File: src/sdrd_pkg.sv
// Shared types and constants for the scroll direction regime detector.
package sdrd_pkg;

  // Confirmed or pending direction, coded as a 2-bit signed value
  typedef enum logic [1:0] {
    RG_NONE = 2'b00,
    RG_DOWN = 2'b01,
    RG_UP   = 2'b11
  } regime_t;

  // Input actions
  localparam logic ACT_SAMPLE = 1'b0;
  localparam logic ACT_RESET  = 1'b1;

  // Field widths
  localparam int unsigned OFFSET_W = 32;
  localparam int unsigned TIME_W   = 32;
  localparam int unsigned DIST_W   = 24;
  localparam int unsigned BUF_W    = 26;

  // Time limits in 1/16 ms ticks: 200 ms stale, 4 ms minimum spacing
  localparam logic [TIME_W-1:0] STALE_TICKS = 32'd3200;
  localparam logic [TIME_W-1:0] MIN_TICKS   = 32'd64;

  // Agreeing samples needed before a direction is confirmed (2 or 3)
  localparam logic [1:0] CONFIRM_SAMPLES = 2'd2;

  // One input transaction
  typedef struct packed {
    logic                       action;
    logic signed [OFFSET_W-1:0] scroll_offset;
    logic        [TIME_W-1:0]   time_now;
    logic        [DIST_W-1:0]   draw_distance;
  } item_t;

  // Pipeline control shared by the tracker and the output stage
  typedef struct packed {
    logic advance;  // output register may load this cycle
    logic step;     // the held item is processed this cycle
  } pipe_ctl_t;

  // Configuration write
  typedef struct packed {
    logic write;
    logic value;
  } cfg_wr_t;

endpackage

File: src/sdrd_tracker.sv
// Velocity tracker: baseline, classification and regime confirmation state.
module sdrd_tracker (
  input  logic               clk,
  input  logic               rst,
  input  sdrd_pkg::pipe_ctl_t ctl,
  input  sdrd_pkg::cfg_wr_t  cfg,
  input  sdrd_pkg::item_t    item,
  output sdrd_pkg::regime_t  regime_out
);
  import sdrd_pkg::*;

  // State registers
  logic                       en;
  logic                       has_baseline;
  logic        [TIME_W-1:0]   baseline_time;
  logic signed [OFFSET_W-1:0] baseline_offset;
  regime_t                    current_regime;
  regime_t                    pending_direction;
  logic        [1:0]          pending_count;

  // Next values for one processed item
  logic                       has_baseline_next;
  logic        [TIME_W-1:0]   baseline_time_next;
  logic signed [OFFSET_W-1:0] baseline_offset_next;
  regime_t                    current_regime_next;
  regime_t                    pending_direction_next;
  logic        [1:0]          pending_count_next;

  // Classification terms
  logic        [TIME_W-1:0]   dt;
  logic                       stale;
  logic                       usable;
  logic                       take_baseline;
  logic                       sampled;
  logic signed [OFFSET_W:0]   delta;
  logic        [OFFSET_W:0]   mag;
  logic        [OFFSET_W+4:0] mag_x20;
  logic        [OFFSET_W+4:0] dt_x3;
  logic                       fast;
  regime_t                    candidate;
  logic        [1:0]          count_inc;

  // Time gap and offset change against the baseline
  assign dt      = item.time_now - baseline_time;
  assign stale   = dt > STALE_TICKS;
  assign usable  = dt >= MIN_TICKS;
  assign delta   = {item.scroll_offset[OFFSET_W-1], item.scroll_offset}
                 - {baseline_offset[OFFSET_W-1], baseline_offset};
  assign mag     = delta[OFFSET_W] ? (OFFSET_W+1)'(0) - delta : delta;

  // Cross-multiplied speed test: 20*|d| >= 3*dt
  assign mag_x20 = {mag, 4'b0} + {2'b0, mag, 2'b0};
  assign dt_x3   = {5'b0, dt} + {4'b0, dt, 1'b0};
  assign fast    = mag_x20 >= dt_x3;

  assign take_baseline = !has_baseline || stale || usable;
  assign sampled       = has_baseline && (stale || usable);
  assign candidate     = (has_baseline && !stale && fast)
                       ? (delta[OFFSET_W] ? RG_UP : RG_DOWN) : RG_NONE;
  assign count_inc     = pending_count + 2'd1;

  // Work out the state after the held item
  always_comb begin
    has_baseline_next      = has_baseline;
    baseline_time_next     = baseline_time;
    baseline_offset_next   = baseline_offset;
    current_regime_next    = current_regime;
    pending_direction_next = pending_direction;
    pending_count_next     = pending_count;
    if (item.action == ACT_RESET) begin
      has_baseline_next      = 1'b0;
      baseline_offset_next   = '0;
      current_regime_next    = RG_NONE;
      pending_direction_next = RG_NONE;
      pending_count_next     = 2'd0;
    end else if (en && (item.scroll_offset != baseline_offset)) begin
      if (take_baseline) begin
        has_baseline_next    = 1'b1;
        baseline_time_next   = item.time_now;
        baseline_offset_next = item.scroll_offset;
      end
      if (sampled) begin
        if (candidate == current_regime) begin
          pending_direction_next = RG_NONE;
          pending_count_next     = 2'd0;
        end else if ((candidate == RG_NONE) || (current_regime != RG_NONE)) begin
          current_regime_next    = RG_NONE;
          pending_direction_next = candidate;
          pending_count_next     = (candidate == RG_NONE) ? 2'd0 : 2'd1;
        end else if (candidate == pending_direction) begin
          pending_count_next = count_inc;
          if (count_inc >= CONFIRM_SAMPLES) begin
            current_regime_next    = candidate;
            pending_direction_next = RG_NONE;
            pending_count_next     = 2'd0;
          end
        end else begin
          pending_direction_next = candidate;
          pending_count_next     = 2'd1;
        end
      end
    end
  end

  // Report no direction while tracking is off
  assign regime_out = en ? current_regime_next : RG_NONE;

  // Hold state; a changing config write clears the tracker
  always_ff @(posedge clk) begin
    if (rst) begin
      en                <= 1'b0;
      has_baseline      <= 1'b0;
      baseline_time     <= '0;
      baseline_offset   <= '0;
      current_regime    <= RG_NONE;
      pending_direction <= RG_NONE;
      pending_count     <= 2'd0;
    end else if (cfg.write && (cfg.value != en)) begin
      en                <= cfg.value;
      has_baseline      <= 1'b0;
      current_regime    <= RG_NONE;
      pending_direction <= RG_NONE;
      pending_count     <= 2'd0;
    end else if (ctl.step) begin
      has_baseline      <= has_baseline_next;
      baseline_time     <= baseline_time_next;
      baseline_offset   <= baseline_offset_next;
      current_regime    <= current_regime_next;
      pending_direction <= pending_direction_next;
      pending_count     <= pending_count_next;
    end
  end

  // A pending count needs a pending direction
  a_count_has_dir: assert property (@(posedge clk) disable iff (rst)
    (pending_count != 2'd0) |-> (pending_direction != RG_NONE))
    else $error("pending count without pending direction");

  // A confirmed regime leaves nothing pending
  a_confirmed_clean: assert property (@(posedge clk) disable iff (rst)
    (current_regime != RG_NONE) |-> ((pending_direction == RG_NONE) && (pending_count == 2'd0)))
    else $error("pending state alongside confirmed regime");

  // Toggling the enable clears the tracker
  a_cfg_clears: assert property (@(posedge clk) disable iff (rst)
    (cfg.write && (cfg.value != en)) |=> (!has_baseline && (current_regime == RG_NONE)))
    else $error("tracker not cleared by enable change");

  // A reset action drops the baseline and regime
  a_action_clears: assert property (@(posedge clk) disable iff (rst)
    (ctl.step && !cfg.write && (item.action == ACT_RESET))
      |=> (!has_baseline && (baseline_offset == '0) && (current_regime == RG_NONE)))
    else $error("reset action did not clear tracker");

endmodule

File: src/sdrd_out_stage.sv
// Output register: buffer sizing from the regime and the result handshake.
module sdrd_out_stage (
  input  logic                              clk,
  input  logic                              rst,
  input  sdrd_pkg::pipe_ctl_t               ctl,
  input  logic                              item_valid,
  input  sdrd_pkg::regime_t                 regime_in,
  input  logic [sdrd_pkg::DIST_W-1:0]       draw_distance,
  output logic                              out_valid,
  output logic signed [1:0]                 regime,
  output logic [sdrd_pkg::BUF_W-1:0]        top_buffer,
  output logic [sdrd_pkg::BUF_W-1:0]        bottom_buffer
);
  import sdrd_pkg::*;

  logic [BUF_W-1:0] dd_x1;
  logic [BUF_W-1:0] dd_x2;
  logic [BUF_W-1:0] dd_x3;
  logic [BUF_W-1:0] top_next;
  logic [BUF_W-1:0] bottom_next;
  regime_t          regime_q;

  // Multiples of the draw distance, already in 1/16 px
  assign dd_x1 = {2'b0, draw_distance};
  assign dd_x2 = {1'b0, draw_distance, 1'b0};
  assign dd_x3 = dd_x1 + dd_x2;

  // Pick the buffers: asymmetric for a confirmed direction, equal otherwise
  always_comb begin
    unique case (regime_in)
      RG_DOWN: begin
        top_next    = dd_x1;
        bottom_next = dd_x3;
      end
      RG_UP: begin
        top_next    = dd_x3;
        bottom_next = dd_x1;
      end
      default: begin
        top_next    = dd_x2;
        bottom_next = dd_x2;
      end
    endcase
  end

  // Advance the result valid whenever the slot frees up
  always_ff @(posedge clk) begin
    if (rst) begin
      out_valid <= 1'b0;
    end else if (ctl.advance) begin
      out_valid <= item_valid;
    end
  end

  // Load the result payload with the processed item
  always_ff @(posedge clk) begin
    if (ctl.step) begin
      regime_q      <= regime_in;
      top_buffer    <= top_next;
      bottom_buffer <= bottom_next;
    end
  end

  assign regime = $signed(regime_q);

endmodule

File: src/scroll_direction_regime_detector.sv
// Top level of the scroll direction regime detector.
// Throughput: one transaction per cycle while the output is not stalled.
// Input register feeds tracker logic, which feeds the output register.
// Reset (rst, synchronous): tracking disabled, baseline and regime cleared, pipeline empty.
// Config writes are always ready and take effect in the cycle after they are written.
module scroll_direction_regime_detector (
  input  logic                                 clk,
  input  logic                                 rst,
  input  logic                                 cfg_valid,
  output logic                                 cfg_ready,
  input  logic                                 directional_enabled,
  input  logic                                 in_valid,
  output logic                                 in_stall,
  input  logic                                 action,
  input  logic signed [sdrd_pkg::OFFSET_W-1:0] scroll_offset,
  input  logic [sdrd_pkg::TIME_W-1:0]          time_now,
  input  logic [sdrd_pkg::DIST_W-1:0]          draw_distance,
  output logic                                 out_valid,
  input  logic                                 out_stall,
  output logic signed [1:0]                    regime,
  output logic [sdrd_pkg::BUF_W-1:0]           top_buffer,
  output logic [sdrd_pkg::BUF_W-1:0]           bottom_buffer
);
  import sdrd_pkg::*;

  item_t     in_q;
  logic      in_q_valid;
  logic      in_load;
  pipe_ctl_t ctl;
  cfg_wr_t   cfg;
  regime_t   regime_step;

  // Pipeline handshake
  assign ctl.advance = !out_valid || !out_stall;
  assign ctl.step    = in_q_valid && ctl.advance;
  assign in_stall    = in_q_valid && !ctl.advance;
  assign in_load     = in_valid && !in_stall;

  // Config port
  assign cfg_ready = 1'b1;
  assign cfg.write = cfg_valid && cfg_ready;
  assign cfg.value = directional_enabled;

  // Hold the input transaction valid until it is processed
  always_ff @(posedge clk) begin
    if (rst) begin
      in_q_valid <= 1'b0;
    end else if (in_load) begin
      in_q_valid <= 1'b1;
    end else if (ctl.step) begin
      in_q_valid <= 1'b0;
    end
  end

  // Capture the input payload
  always_ff @(posedge clk) begin
    if (in_load) begin
      in_q.action        <= action;
      in_q.scroll_offset <= scroll_offset;
      in_q.time_now      <= time_now;
      in_q.draw_distance <= draw_distance;
    end
  end

  sdrd_tracker u_tracker (
    .clk        (clk),
    .rst        (rst),
    .ctl        (ctl),
    .cfg        (cfg),
    .item       (in_q),
    .regime_out (regime_step)
  );

  sdrd_out_stage u_out (
    .clk           (clk),
    .rst           (rst),
    .ctl           (ctl),
    .item_valid    (in_q_valid),
    .regime_in     (regime_step),
    .draw_distance (in_q.draw_distance),
    .out_valid     (out_valid),
    .regime        (regime),
    .top_buffer    (top_buffer),
    .bottom_buffer (bottom_buffer)
  );

endmodule

File: config.mk
export PLATFORM = sky130hd
export DESIGN_NAME = scroll_direction_regime_detector
export DESIGN_NICKNAME = d
export VERILOG_FILES = /design/src/sdrd_pkg.sv /design/src/sdrd_tracker.sv /design/src/sdrd_out_stage.sv /design/src/scroll_direction_regime_detector.sv
export SDC_FILE = /design/constraint.sdc
export NUM_CORES = 1
export LEC_CHECK = 0
export BUFFER_PORTS_ARGS = -buffer_cell sky130_fd_sc_hd__buf_4
export CELL_PAD_IN_SITES_DETAIL_PLACEMENT = 1
export CELL_PAD_IN_SITES_GLOBAL_PLACEMENT = 1
export CORE_ASPECT_RATIO = 1.5
export CORE_MARGIN = 2
export CORE_UTILIZATION = 45
export CTS_CLUSTER_DIAMETER = 150
export CTS_CLUSTER_SIZE = 8
export DETAILED_ROUTE_END_ITERATION = 16
export GPL_ROUTABILITY_DRIVEN = 0
export GPL_TIMING_DRIVEN = 0
export MAX_ROUTING_LAYER = met4
export PLACE_DENSITY = 0.9
export SYNTH_ARGS = -nofsm -noshare
export SYNTH_HDL_FRONTEND = slang
export SYNTH_HIERARCHICAL = 1
export SYNTH_SLANG_ARGS = --single-unit
export TNS_END_PERCENT = 100
File: constraint.sdc
create_clock -name clk -period 14.34 [get_ports clk]
set_input_delay 2.151 -clock clk [delete_from_list [all_inputs] [get_ports clk]]
set_output_delay 2.151 -clock clk [all_outputs]
set_load 0.05 [all_outputs]
### Yosys cells after proc, flatten, opt, wreduce, memory -nomap -nowiden

Index checks and enable logic that the tools add are counted.

* register bits after elaboration: 217
* input bits: 95
* word-level logic and storage cells: 103

* $add $sub $neg: 7
* order comparisons: 4
* equality and inequality tests: 7
* multiplexer cells: 36
* bitwise gates (word level): 2
* reduce and logical (&&, ||, !) cells: 31

Operators by type and width (count)
* $pmux W26 S2: 2
* $mux W32: 3
* $mux W2: 24
* $add A37 B35 Y37: 1
* $ge A37 B37 Y1: 1
* $add A32 B33 Y34: 1
* $mux W33: 1
* $sub A1 B33 Y33 const A: 1
* $sub A32 B32 Y33: 1
* $ge A32 B7 Y1 const B: 1
* $gt A32 B12 Y1 const B: 1
* $ne A32 B32 Y1: 1
* $sub A32 B32 Y32: 1
* $add A24 B25 Y26: 1
* $reduce_bool A2 Y1: 5
* $logic_and A1 B1 Y1: 8
* $reduce_and A4 Y1: 2
* $logic_not A1 Y1: 6
* $mux W1: 6
* $reduce_and A3 Y1: 2
* $logic_or A1 B1 Y1: 5
* $ne A5 B3 Y1 const B: 1
* $reduce_and A5 Y1: 1
* $eq A2 B2 Y1: 2
* other kinds (8): 9

### Logic depth before layout (Yosys ltp)

Gate-level depths: netlist of the first run.

* word-level depth: 17
* gate-level depth with buffers: 48

### Modules after synthesis

Netlist of the first run, hierarchy kept.

Modules (own cells, without submodules)
* sdrd_tracker: instances 1, cells each 1549, area an instance 11324.6 um^2, sequential area each 1441.4 um^2
* sdrd_out_stage: instances 1, cells each 382, area an instance 3732.3 um^2, sequential area each 1611.5 um^2
* scroll_direction_regime_detector: instances 1, cells each 99, area an instance 2743.9 um^2, sequential area each 2692.6 um^2

### Least setup slack after synthesis of the first run

No wires, ideal clock.

* path kind: reg2reg
* start: reg in_q[83] (netlist bit)
* end: reg u_out/bottom_buffer[1] (netlist bit) (data pin)
* setup time: 270 ps
* arrival: 9176 ps
* data required time: 14070 ps
* setup slack: 4894 ps
* cell stages (with the launch flop): 42
* buffers on the path: 5
* cells stage by stage: edfxtp_1 -> ha_1 -> clkbuf_1 -> nand2_1 -> or4_1 -> or3_1 -> a21oi_1 -> or3_1 -> and2_1 -> clkbuf_1 -> clkbuf_1 -> nand2_1 -> xnor2_1 -> ha_1 -> a21o_1 -> a21oi_1 -> o211ai_1 -> a311o_1 -> (+6 left out) -> a21oi_1 -> xnor2_1 -> ha_1 -> a211oi_1 -> nand2_1 -> nor2_1 -> o211ai_1 -> a2111oi_0 -> o21ai_0 -> o211a_1 -> or4b_2 -> mux2_4 -> a211o_1 -> a211oi_1 -> clkbuf_1 -> clkbuf_1 -> mux2i_1 -> a21oi_1

* longest elaborated chain between the ends: 17

Ends and longest elaborated chain
* start, declared: line scroll_direction_regime_detector.sv:26 `item_t in_q;`
* $sub A32 B32 Y33: line sdrd_tracker.sv:48 `- {baseline_offset[OFFSET_W-1], baseline_offset};`
* $sub A1 B33 Y33: line sdrd_tracker.sv:49 `assign mag = delta[OFFSET_W] ? (OFFSET_W+1)'(0) - delta : delta;`
* $mux W33: line sdrd_tracker.sv:49
* $add A37 B35 Y37: line sdrd_tracker.sv:52 `assign mag_x20 = {mag, 4'b0} + {2'b0, mag, 2'b0};`
* $ge A37 B37 Y1: line sdrd_tracker.sv:54 `assign fast = mag_x20 >= dt_x3;`
* $logic_and A1 B1 Y1: line sdrd_tracker.sv:58 `assign candidate = (has_baseline && !stale && fast)`
* $mux W2: line sdrd_tracker.sv:59 `? (delta[OFFSET_W] ? RG_UP : RG_DOWN) : RG_NONE;`
* $eq A2 B2 Y1 (tied with other cells): line sdrd_tracker.sv:90 `end else if (candidate == pending_direction) begin`
* (+3 left out)
* $mux W2: line sdrd_tracker.sv:82 `if (sampled) begin`
* $mux W2 *: line sdrd_tracker.sv:76 `end else if (en && (item.scroll_offset != baseline_offset)) begin`
* $mux W2 *: line sdrd_tracker.sv:70 `if (item.action == ACT_RESET) begin`
* $mux W2 *: line sdrd_tracker.sv:106 `assign regime_out = en ? current_regime_next : RG_NONE;`
* named net regime_step[1]: line scroll_direction_regime_detector.sv:31 `regime_t regime_step;`
* $eq A2 B2 Y1 / $eq A2 B1 Y1 (equally long branches): line sdrd_out_stage.sv:30 `unique case (regime_in)`
* $pmux W26 S2 *: line sdrd_out_stage.sv:30
* named net u_out.bottom_next[1]: line sdrd_out_stage.sv:20 `logic [BUF_W-1:0] bottom_next;`
* end signal, assigned: line sdrd_out_stage.sv:60 `bottom_buffer <= bottom_next;`
* end, declared: line sdrd_out_stage.sv:12 `output logic [sdrd_pkg::BUF_W-1:0] bottom_buffer`

The timed path passes the listed nets; every way through them passes the cells marked *.
A chain may end at the register's enable or synchronous reset.

### Worst setup path in the final report of the first run

* start: reg in_q[87] (netlist bit)
* end: reg u_out/top_buffer[22] (netlist bit) (data pin)

* longest elaborated chain between the ends: 17

Ends and longest elaborated chain
* $sub A32 B32 Y33: line sdrd_tracker.sv:48
* $sub A1 B33 Y33: line sdrd_tracker.sv:49
* $mux W33: line sdrd_tracker.sv:49
* $add A37 B35 Y37: line sdrd_tracker.sv:52
* $ge A37 B37 Y1: line sdrd_tracker.sv:54
* $logic_and A1 B1 Y1: line sdrd_tracker.sv:58
* $mux W2: line sdrd_tracker.sv:59
* $eq A2 B2 Y1 (tied with other cells): line sdrd_tracker.sv:90
* (+3 left out)
* $mux W2: line sdrd_tracker.sv:82
* $mux W2 *: line sdrd_tracker.sv:76
* $mux W2 *: line sdrd_tracker.sv:70
* $mux W2 *: line sdrd_tracker.sv:106
* named net regime_step[1]: line scroll_direction_regime_detector.sv:31
* $eq A2 B2 Y1 / $eq A2 B1 Y1 (equally long branches): line sdrd_out_stage.sv:30
* $pmux W26 S2 *: line sdrd_out_stage.sv:30
* named net u_out.top_next[22]: line sdrd_out_stage.sv:19 `logic [BUF_W-1:0] top_next;`
* end signal, assigned: line sdrd_out_stage.sv:59 `top_buffer <= top_next;`
* end, declared: line sdrd_out_stage.sv:11 `output logic [sdrd_pkg::BUF_W-1:0] top_buffer,`

Marked as above.

==> reports/metrics.cfg, run 1 <==
[finish]
final_layout_size_suffix_gt1_frac=0.1094
synthToLayoutAreaGrowth_pct=15.20
antennaDiodeCount=0
fin_area_um2=20510
nets=2526

[setup_path]
worst_setup_path_start_kind=register
cpPeakStageDelay_ns=0.65
crit_slowest_cell=a2111oi_0
cp.arrival_ns=12.78
required_ns=14.73
worstSetupPathType=register to register
path_max_fanout=10
worstSetupEndpointType=register

[pwr]
power.leakage_nw=8.280
power.internal_w=0.001623
pwr-share-comb=0.483
clkPwrFrac=0.251
p_seq_frac=0.267
swShare=0.3907
power_density_nw_per_um2=129.9
p_switching_w=0.001041
peakVddDrop_v=0.00009328

[floorplanning]
die_area_um2=41200
fp-row-count=89
die_w_um=166.4
core-area_um2=39200
die_h_um=247.6
io-pin-count=152
initial_utilization=0.4541

[job]
maxCapViolations=0

[sta]
fin_skew_ns=0.01632
setup_viol=0
hold_violations=0
rsz0062_at_grt=false
maxSlewViolCount=0
max_freq_mhz=80.73
period_minus_slack_ns=12.39
tightest_slew_ns=1.081
period_share=0.8638
relSlewSlack=0.2753
holdWs_ns=0.4598
finalSetupTns_ns=0

[place]
dpl.hpwl_um=41900
port_buffers=150
place_area_um2=19650

[route]
vias_per_cell=6.004
vias=16450
finalWirelength_um=54590
ant_nets=0
drt_iter0_markers=532
drc=0
first_pass_iters=4
post_drt_wl_per_cell_um=19.92

[global_routing]
antenna_found_initial=0
met1_usage=0.2392
grt-ovfl-total=0
grtUsageTotal=0.2645
grt_busiest_layer=met2
grt_pass1_wl_um=87730
grt_util_met2=0.5304
grt_util_met3=0.03476
grt_max_degree=40
grt_pass1_vias=18110

[synth]
synth_compound_area_frac=0.2194
synth_cells=2030
yosys_warnings=6
synth_mux_area_frac=0.01328
synthAdderAreaFrac=0.1532
avgSynthCellArea_um2=8.769
synth_top_family_by_area=compound AO/OA/AOI/OAI gates
synth.distinct_cells=99
netlist_area_um2=17800
async_reset_ff_frac=0
synth_ff_type=edfxtp_1
synth_seq_area_share=0.3228
synth.net_count=2340
ys_ff_latch=216
synth-edff-count=142
synthXorXnorAreaFrac=0.07233
synth-simple-area-share=0.1745

[clocking]
cts_tree=built
cts_resized=0
cts.clk_slew.worst_paths_ns=0.06
clock_sinks=216
insertion_delay_ns=0.57
cts_inserted_buffers=30
cts_hold_buf=0
clock-root-buffer=clkbuf_16
post-cts-setup-buffer-count=0
clk_path_buf_depth=3
h-tree-depth=1

[min_path]
hold_class=register to register

[outcome]
outcome=finished, final reports clean

==> per-layer routing <==
metal | wire length [µm] | part of all wire | vias up
li1 | - | - | 7786
met1 | 19080 | 0.35 | 8070
met2 | 30530 | 0.56 | 418
met3 | 2110 | 0.039 | 176
met4 | 2875 | 0.053 | 0
met5 | 0 | 0 | -
==> registers in the layout (all words and copies together) (netlist names) <==
| register | count |
|---|---|
| in_q | 89 |
| in_q_valid | 1 |
| u_out/bottom_buffer | 25 |
| u_out/out_valid | 1 |
| u_out/regime | 2 |
| u_out/top_buffer | 26 |
| u_tracker/baseline_offset | 32 |
| u_tracker/baseline_time | 32 |
| u_tracker/current_regime | 2 |
| u_tracker/en | 1 |
| u_tracker/has_baseline | 1 |
| u_tracker/pending_count | 2 |
| u_tracker/pending_direction | 2 |
==> power groups by stage <==
stage / Combinational, W / Sequential, W / Clock [W]
3_3_place_gp: 0.00118 / 0.000725 / 0
3_5_place_dp: 0.00127 / 0.000722 / 0
2_1_floorplan: 0.000927 / 0.000741 / 0
4_1_cts: 0.00128 / 0.000711 / 0.000683
6_report: 0.00129 / 0.000711 / 0.000667
5_1_grt: 0.00143 / 0.000713 / 0.000704
==> final timing paths <==
kind	slack, ns	cells after the start	endpoint	startpoint
setup / recovery	1.95	42	u_out/top_buffer[22]	in_q[87]
hold / removal	0.46	2	u_tracker/baseline_time[29]	u_tracker/baseline_time[29]
setup reg to reg	1.95	42	u_out/top_buffer[22]	in_q[87]
hold reg to reg	0.46	2	u_tracker/baseline_time[29]	u_tracker/baseline_time[29]
==> worst max-delay path, delay by kind of cell, from the launching register on <==
family / cells / cell delay (ns)
simple gates: 13 / 3.04
compound gates: 17 / 4.48
xor+xnor: 2 / 0.50
buf+inv: 5 / 2.09
flops: 1 / 0.40
mux: 2 / 0.59
fa+ha+maj: 3 / 1.07
==> synth_stat cells (5+ instances only) <==
cell	count	area (µm²)
a21o_1	52	390.4
or3_1	21	131.4
and2_1	17	106.4
a21boi_0	5	37.54
nand3_1	37	185.2
nor3b_1	13	97.59
nor3_1	42	210.2
o21ai_0	84	420.4
o21a_1	22	165.2
o41ai_1	5	43.79
clkbuf_1	50	187.7
ha_1	210	2628
a22oi_1	12	90.09
o2111ai_1	9	78.83
edfxtp_1	142	4264
nand2_1	206	773.2
and3_1	17	106.4
nand3b_1	6	45.04
a21oi_1	187	935.9
xnor2_1	92	805.8
dfxtp_1	74	1481
o31ai_1	10	75.07
nor2_1	145	544.3
xor2_1	55	481.7
o21ai_1	9	45.04
a22o_1	22	192.7
nand4_1	27	168.9
o21bai_1	13	97.59
o211ai_1	16	120.1
inv_1	148	555.5
nor4_1	5	31.28
a2111oi_0	5	43.79
o22ai_1	16	100.1
nor2b_1	25	156.4
or2_2	17	106.4
a211o_1	8	70.07
nand2b_1	33	206.5
fa_1	5	100.1
mux2i_1	21	210.2
a31oi_1	25	156.4
a211oi_1	26	195.2
==> final cells by class <==
type,count,area [µm²]
Fill cell,4618,18690
Multi-Input combinational cell,1607,11280
Sequential cell,216,5746
Timing Repair Buffer,154,1206
Clock buffer,55,844.6
Tap cell,500,625.6
Inverter,149,559.3
Buffer,58,227.7
Clock inverter,1,16.27
==> through the flow <==
step | utilization | cells | total power [W] | worst slack [ns]
3_5_place_dp | 0.5012 | 2684 | 0.001989 | 2.322
6_report | 0.5232 | 2740 | 0.002664 | 1.953
4_1_cts | 0.5232 | 2740 | 0.002676 | 2.173
2_1_floorplan | - | 2030 | 0.001668 | 4.894
5_1_grt | 0.5232 | 2740 | 0.002847 | 1.312
3_3_place_gp | 0.4988 | 2680 | 0.001901 | 2.582
==> cell families after synthesis <==
group	count (synthesis)
AOI/OAI and AO/OA	584
buffers and inverters	207
and+or+nand+nor	637
adders and majority gates	215
other	1
xor gates and xnor gates	147
DFF	216
muxes	23
==> cells in the final DEF (no fill, tap or decap), types with 16 or more instances in the layout <==
master	netlist	routed
a211oi_1	26	26
a21o_1	52	52
a21oi_1	187	187
a22o_1	22	22
a31oi_1	25	25
and2_1	17	16
and3_1	17	17
buf_4	2	152
clkbuf_1	50	75
clkbuf_16	0	30
dfxtp_1	74	74
edfxtp_1	142	142
ha_1	210	210
inv_1	148	148
mux2i_1	21	21
nand2_1	206	206
nand2b_1	33	33
nand3_1	37	37
nand4_1	27	27
nor2_1	145	144
nor2b_1	25	25
nor3_1	42	41
o211ai_1	16	16
o21a_1	22	22
o21ai_0	84	84
o22ai_1	16	16
or2_2	17	17
or3_1	21	21
xnor2_1	92	92
xor2_1	55	55
Note: power is estimated with default switching activity, not from simulation.
==> inputs of run 2 (changes only) <==
--- a/config.mk
+++ b/config.mk
@@ -5,6 +5,7 @@
 export SDC_FILE = /design/constraint.sdc
 export NUM_CORES = 1
 export LEC_CHECK = 0
+export ABC_AREA = 1
 export BUFFER_PORTS_ARGS = -buffer_cell sky130_fd_sc_hd__buf_4
 export CELL_PAD_IN_SITES_DETAIL_PLACEMENT = 1
 export CELL_PAD_IN_SITES_GLOBAL_PLACEMENT = 1
@@ -17,7 +18,7 @@
 export GPL_ROUTABILITY_DRIVEN = 0
 export GPL_TIMING_DRIVEN = 0
 export MAX_ROUTING_LAYER = met4
-export PLACE_DENSITY = 0.9
+export PLACE_DENSITY = 0.93
 export SYNTH_ARGS = -nofsm -noshare
 export SYNTH_HDL_FRONTEND = slang
 export SYNTH_HIERARCHICAL = 1
==> run 2 against run 1 <==
Effect of this change:
- area after synthesis up 5.5%
- power rose by 11%
- highest routed layer unchanged
- die area grew 5.4%
==> reports/metrics.cfg, run 2 <==
[outcome]
outcome=finished, final reports clean

[synth]
netlist_top_cells_count=712 x nand2_1, 431 x inv_1, 210 x ha_1, 198 x a21oi_1, 182 x nand3_1
synth.distinct_cells=59
synth.net_count=2926
synth-edff-count=142
netlist_area_um2=18780
ys_ff_latch=216
synth_seq_area_share=0.3059
async_reset_ff_frac=0
avgSynthCellArea_um2=7.180
synth_most_common_cell=nand2_1
synth_ff_type=edfxtp_1
synthTopCellsByArea=edfxtp_1 23%, nand2_1 14%, ha_1 14%
yosys_warnings=6
synth_top_area_cell=edfxtp_1
synth_cells=2616
synth_top_area_frac=0.2270

[sta]
relSlewSlack=0.3248
tightest_slew_ns=1.010
holdWs_ns=0.4570
worst_slack_ns=2.855
max_freq_mhz=87.07
period_minus_slack_ns=11.48
setup_viol=0
maxSlewViolCount=0
finalSetupTns_ns=0
rsz0062_at_grt=false
hold_violations=0
period_share=0.8009
fin_skew_ns=0.01517

[floorplanning]
io-pin-count=152
die_h_um=254.2
fp-row-count=91
core-area_um2=41100
die_w_um=170.8
initial_utilization=0.4570
die_area_um2=43420

[place]
dpl.hpwl_um=51210
preCtsSetupSlack_ns=3.128
dp_cells=3326
port_buffers=150

[clocking]
clk_path_buf_depth=3
clock-root-buffer=clkbuf_16
cts.clk_slew.worst_paths_ns=0.06
cts_tree=built
cts_inserted_buffers=30
cts_hold_buf=0
clock_sinks=216
cts_resized=0
post-cts-setup-buffer-count=0
h-tree-depth=1
insertion_delay_ns=0.59

[global_routing]
antenna_found_initial=0
grt-ovfl-total=0
grtUsageTotal=0.3141
grt_pass1_wl_um=104900
grt_pass1_vias=21090
grt_max_degree=53

[finish]
fin_cells=3382
final_layout_size_suffix_gt1_frac=0.09561
nets=3110
post-route-util=0.5238
largest_register=in_q
largest_reg_flops=89
final_common_cell=nand2_1
synthToLayoutAreaGrowth_pct=14.62
layout_common_cells=712 x nand2_1, 430 x inv_1, 210 x ha_1
reg_top3=in_q (89), u_tracker/baseline_offset (32), u_tracker/baseline_time (32)
antennaDiodeCount=0

[setup_path]
crit_path_end=u_out/top_buffer[18]
crit_start=in_q[82]
cpPeakStageDelay_ns=0.66
r2r_slack_ns=2.86
worstSetupEndpointType=register
required_ns=14.78
worstReg2RegEnd=u_out/top_buffer[18]
crit_buf_inv=8
reg2reg_from=in_q[82]
cp_common_cell=nand2_1
worstSetupPathType=register to register
worst_setup_path_start_kind=register
path_max_fanout=10
cp_num_cells=55
crit_family=simple AND/OR/NAND/NOR gates
cp.arrival_ns=11.92
ff2ff_path_depth=55
crit_slowest_cell=nor3_1

[route]
post_drt_wl_per_cell_um=19.86
vias_per_cell=5.629
first_pass_iters=5
drt_iter0_markers=785
drc=0
vias=19040
finalWirelength_um=67160
ant_nets=0

[pwr]
pwr-share-comb=0.527
p_switching_w=0.001308
power.internal_w=0.001645
power_density_nw_per_um2=137.2
clkPwrFrac=0.230
power.leakage_nw=10.35
swShare=0.4430
p_seq_frac=0.243
peakVddDrop_v=0.0001059

[min_path]
hold_class=register to register

[job]
maxCapViolations=0

-- run 2: changes by cell type in the layout (fill, tap and decap cells not counted), sizes merged, moves of 21 or more --
cell | before | now
a211oi | 28 | 6
a21o | 52 | 7
a22o | 22 | 0
clkbuf | 106 | 82
inv | 149 | 444
nand2 | 207 | 728
nand2b | 33 | 0
nand3 | 38 | 191
nor2b | 26 | 0
o21ai | 95 | 117
or3 | 21 | 0
xnor2 | 92 | 40
xor2 | 55 | 92
-- run 2: cell families (layout without fill, tap and decap cells) --
| kind of cell | Yosys count | after routing | share of synthesized area |
|---|---|---|---|
| flops | 216 | 216 | 0.3059 |
| buf+inv | 487 | 695 | 0.09899 |
| fa+ha+maj | 215 | 215 | 0.1452 |
| compound gates | 394 | 394 | 0.1164 |
| xor+xnor | 132 | 132 | 0.06155 |
| mux | 1 | 1 | 0.0005329 |
| simple gates | 1170 | 1170 | 0.2712 |
| other cells | 1 | 1 | 0.0001996 |
-- run 2: power groups by stage --
stage | combinational (W) | sequential [W] | clock [W]
floorplan | 0.00107 | 0.000746 | 0
global placement | 0.00142 | 0.000729 | 0
detailed placement | 0.00152 | 0.000727 | 0
CTS | 0.00154 | 0.000717 | 0.000693
global route | 0.00173 | 0.000719 | 0.000714
finish | 0.00156 | 0.000717 | 0.000680
-- run 2: worst min-delay path by stage --
stage | startpoint | end | depth (start not counted)
floorplan | u_tracker/pending_count[1] | u_tracker/pending_count[1] | 2
finish | u_tracker/pending_count[1] | u_tracker/pending_count[1] | 2
detailed placement | u_tracker/pending_count[1] | u_tracker/pending_count[1] | 2
global route | u_tracker/pending_count[1] | u_tracker/pending_count[1] | 2
global placement | u_tracker/pending_count[1] | u_tracker/pending_count[1] | 2
CTS | u_tracker/pending_count[1] | u_tracker/pending_count[1] | 2
-- run 2: routing by layer --
layer	global-route usage	vias to the layer above	routed length, µm
li1	-	8924	-
met1	0.2753	9198	22370
met2	0.6062	597	36430
met3	0.04035	317	2822
met4	0.2259	0	5537
met5	-	-	0
-- run 2: final cells by class --
class	instances	area, µm²
fill	5256	19570
multi-input combinational	1913	11190
sequential	216	5746
inverter	446	1677
timing repair buffer	152	1174
clock buffer	55	844.6
tap	558	698.2
buffer	41	185.2
clock inverter	1	16.27
-- run 2: worst register-to-register path, delay by kind of cell (launching register included) --
family	cells	cell delay (ns)
DFF	1	0.41
buffers and inverters	8	2.06
adders and majority gates	3	1.15
xor gates and xnor gates	2	0.42
and+or+nand+nor	31	4.90
AOI/OAI and AO/OA	11	2.38
-- run 2: stage by stage --
stage | total power (W) | area [µm²]
global route | 0.003160 | 21530
floorplan | 0.001815 | 18780
CTS | 0.002951 | 21530
global placement | 0.002153 | 20610
detailed placement | 0.002246 | 20670
finish | 0.002953 | 21530
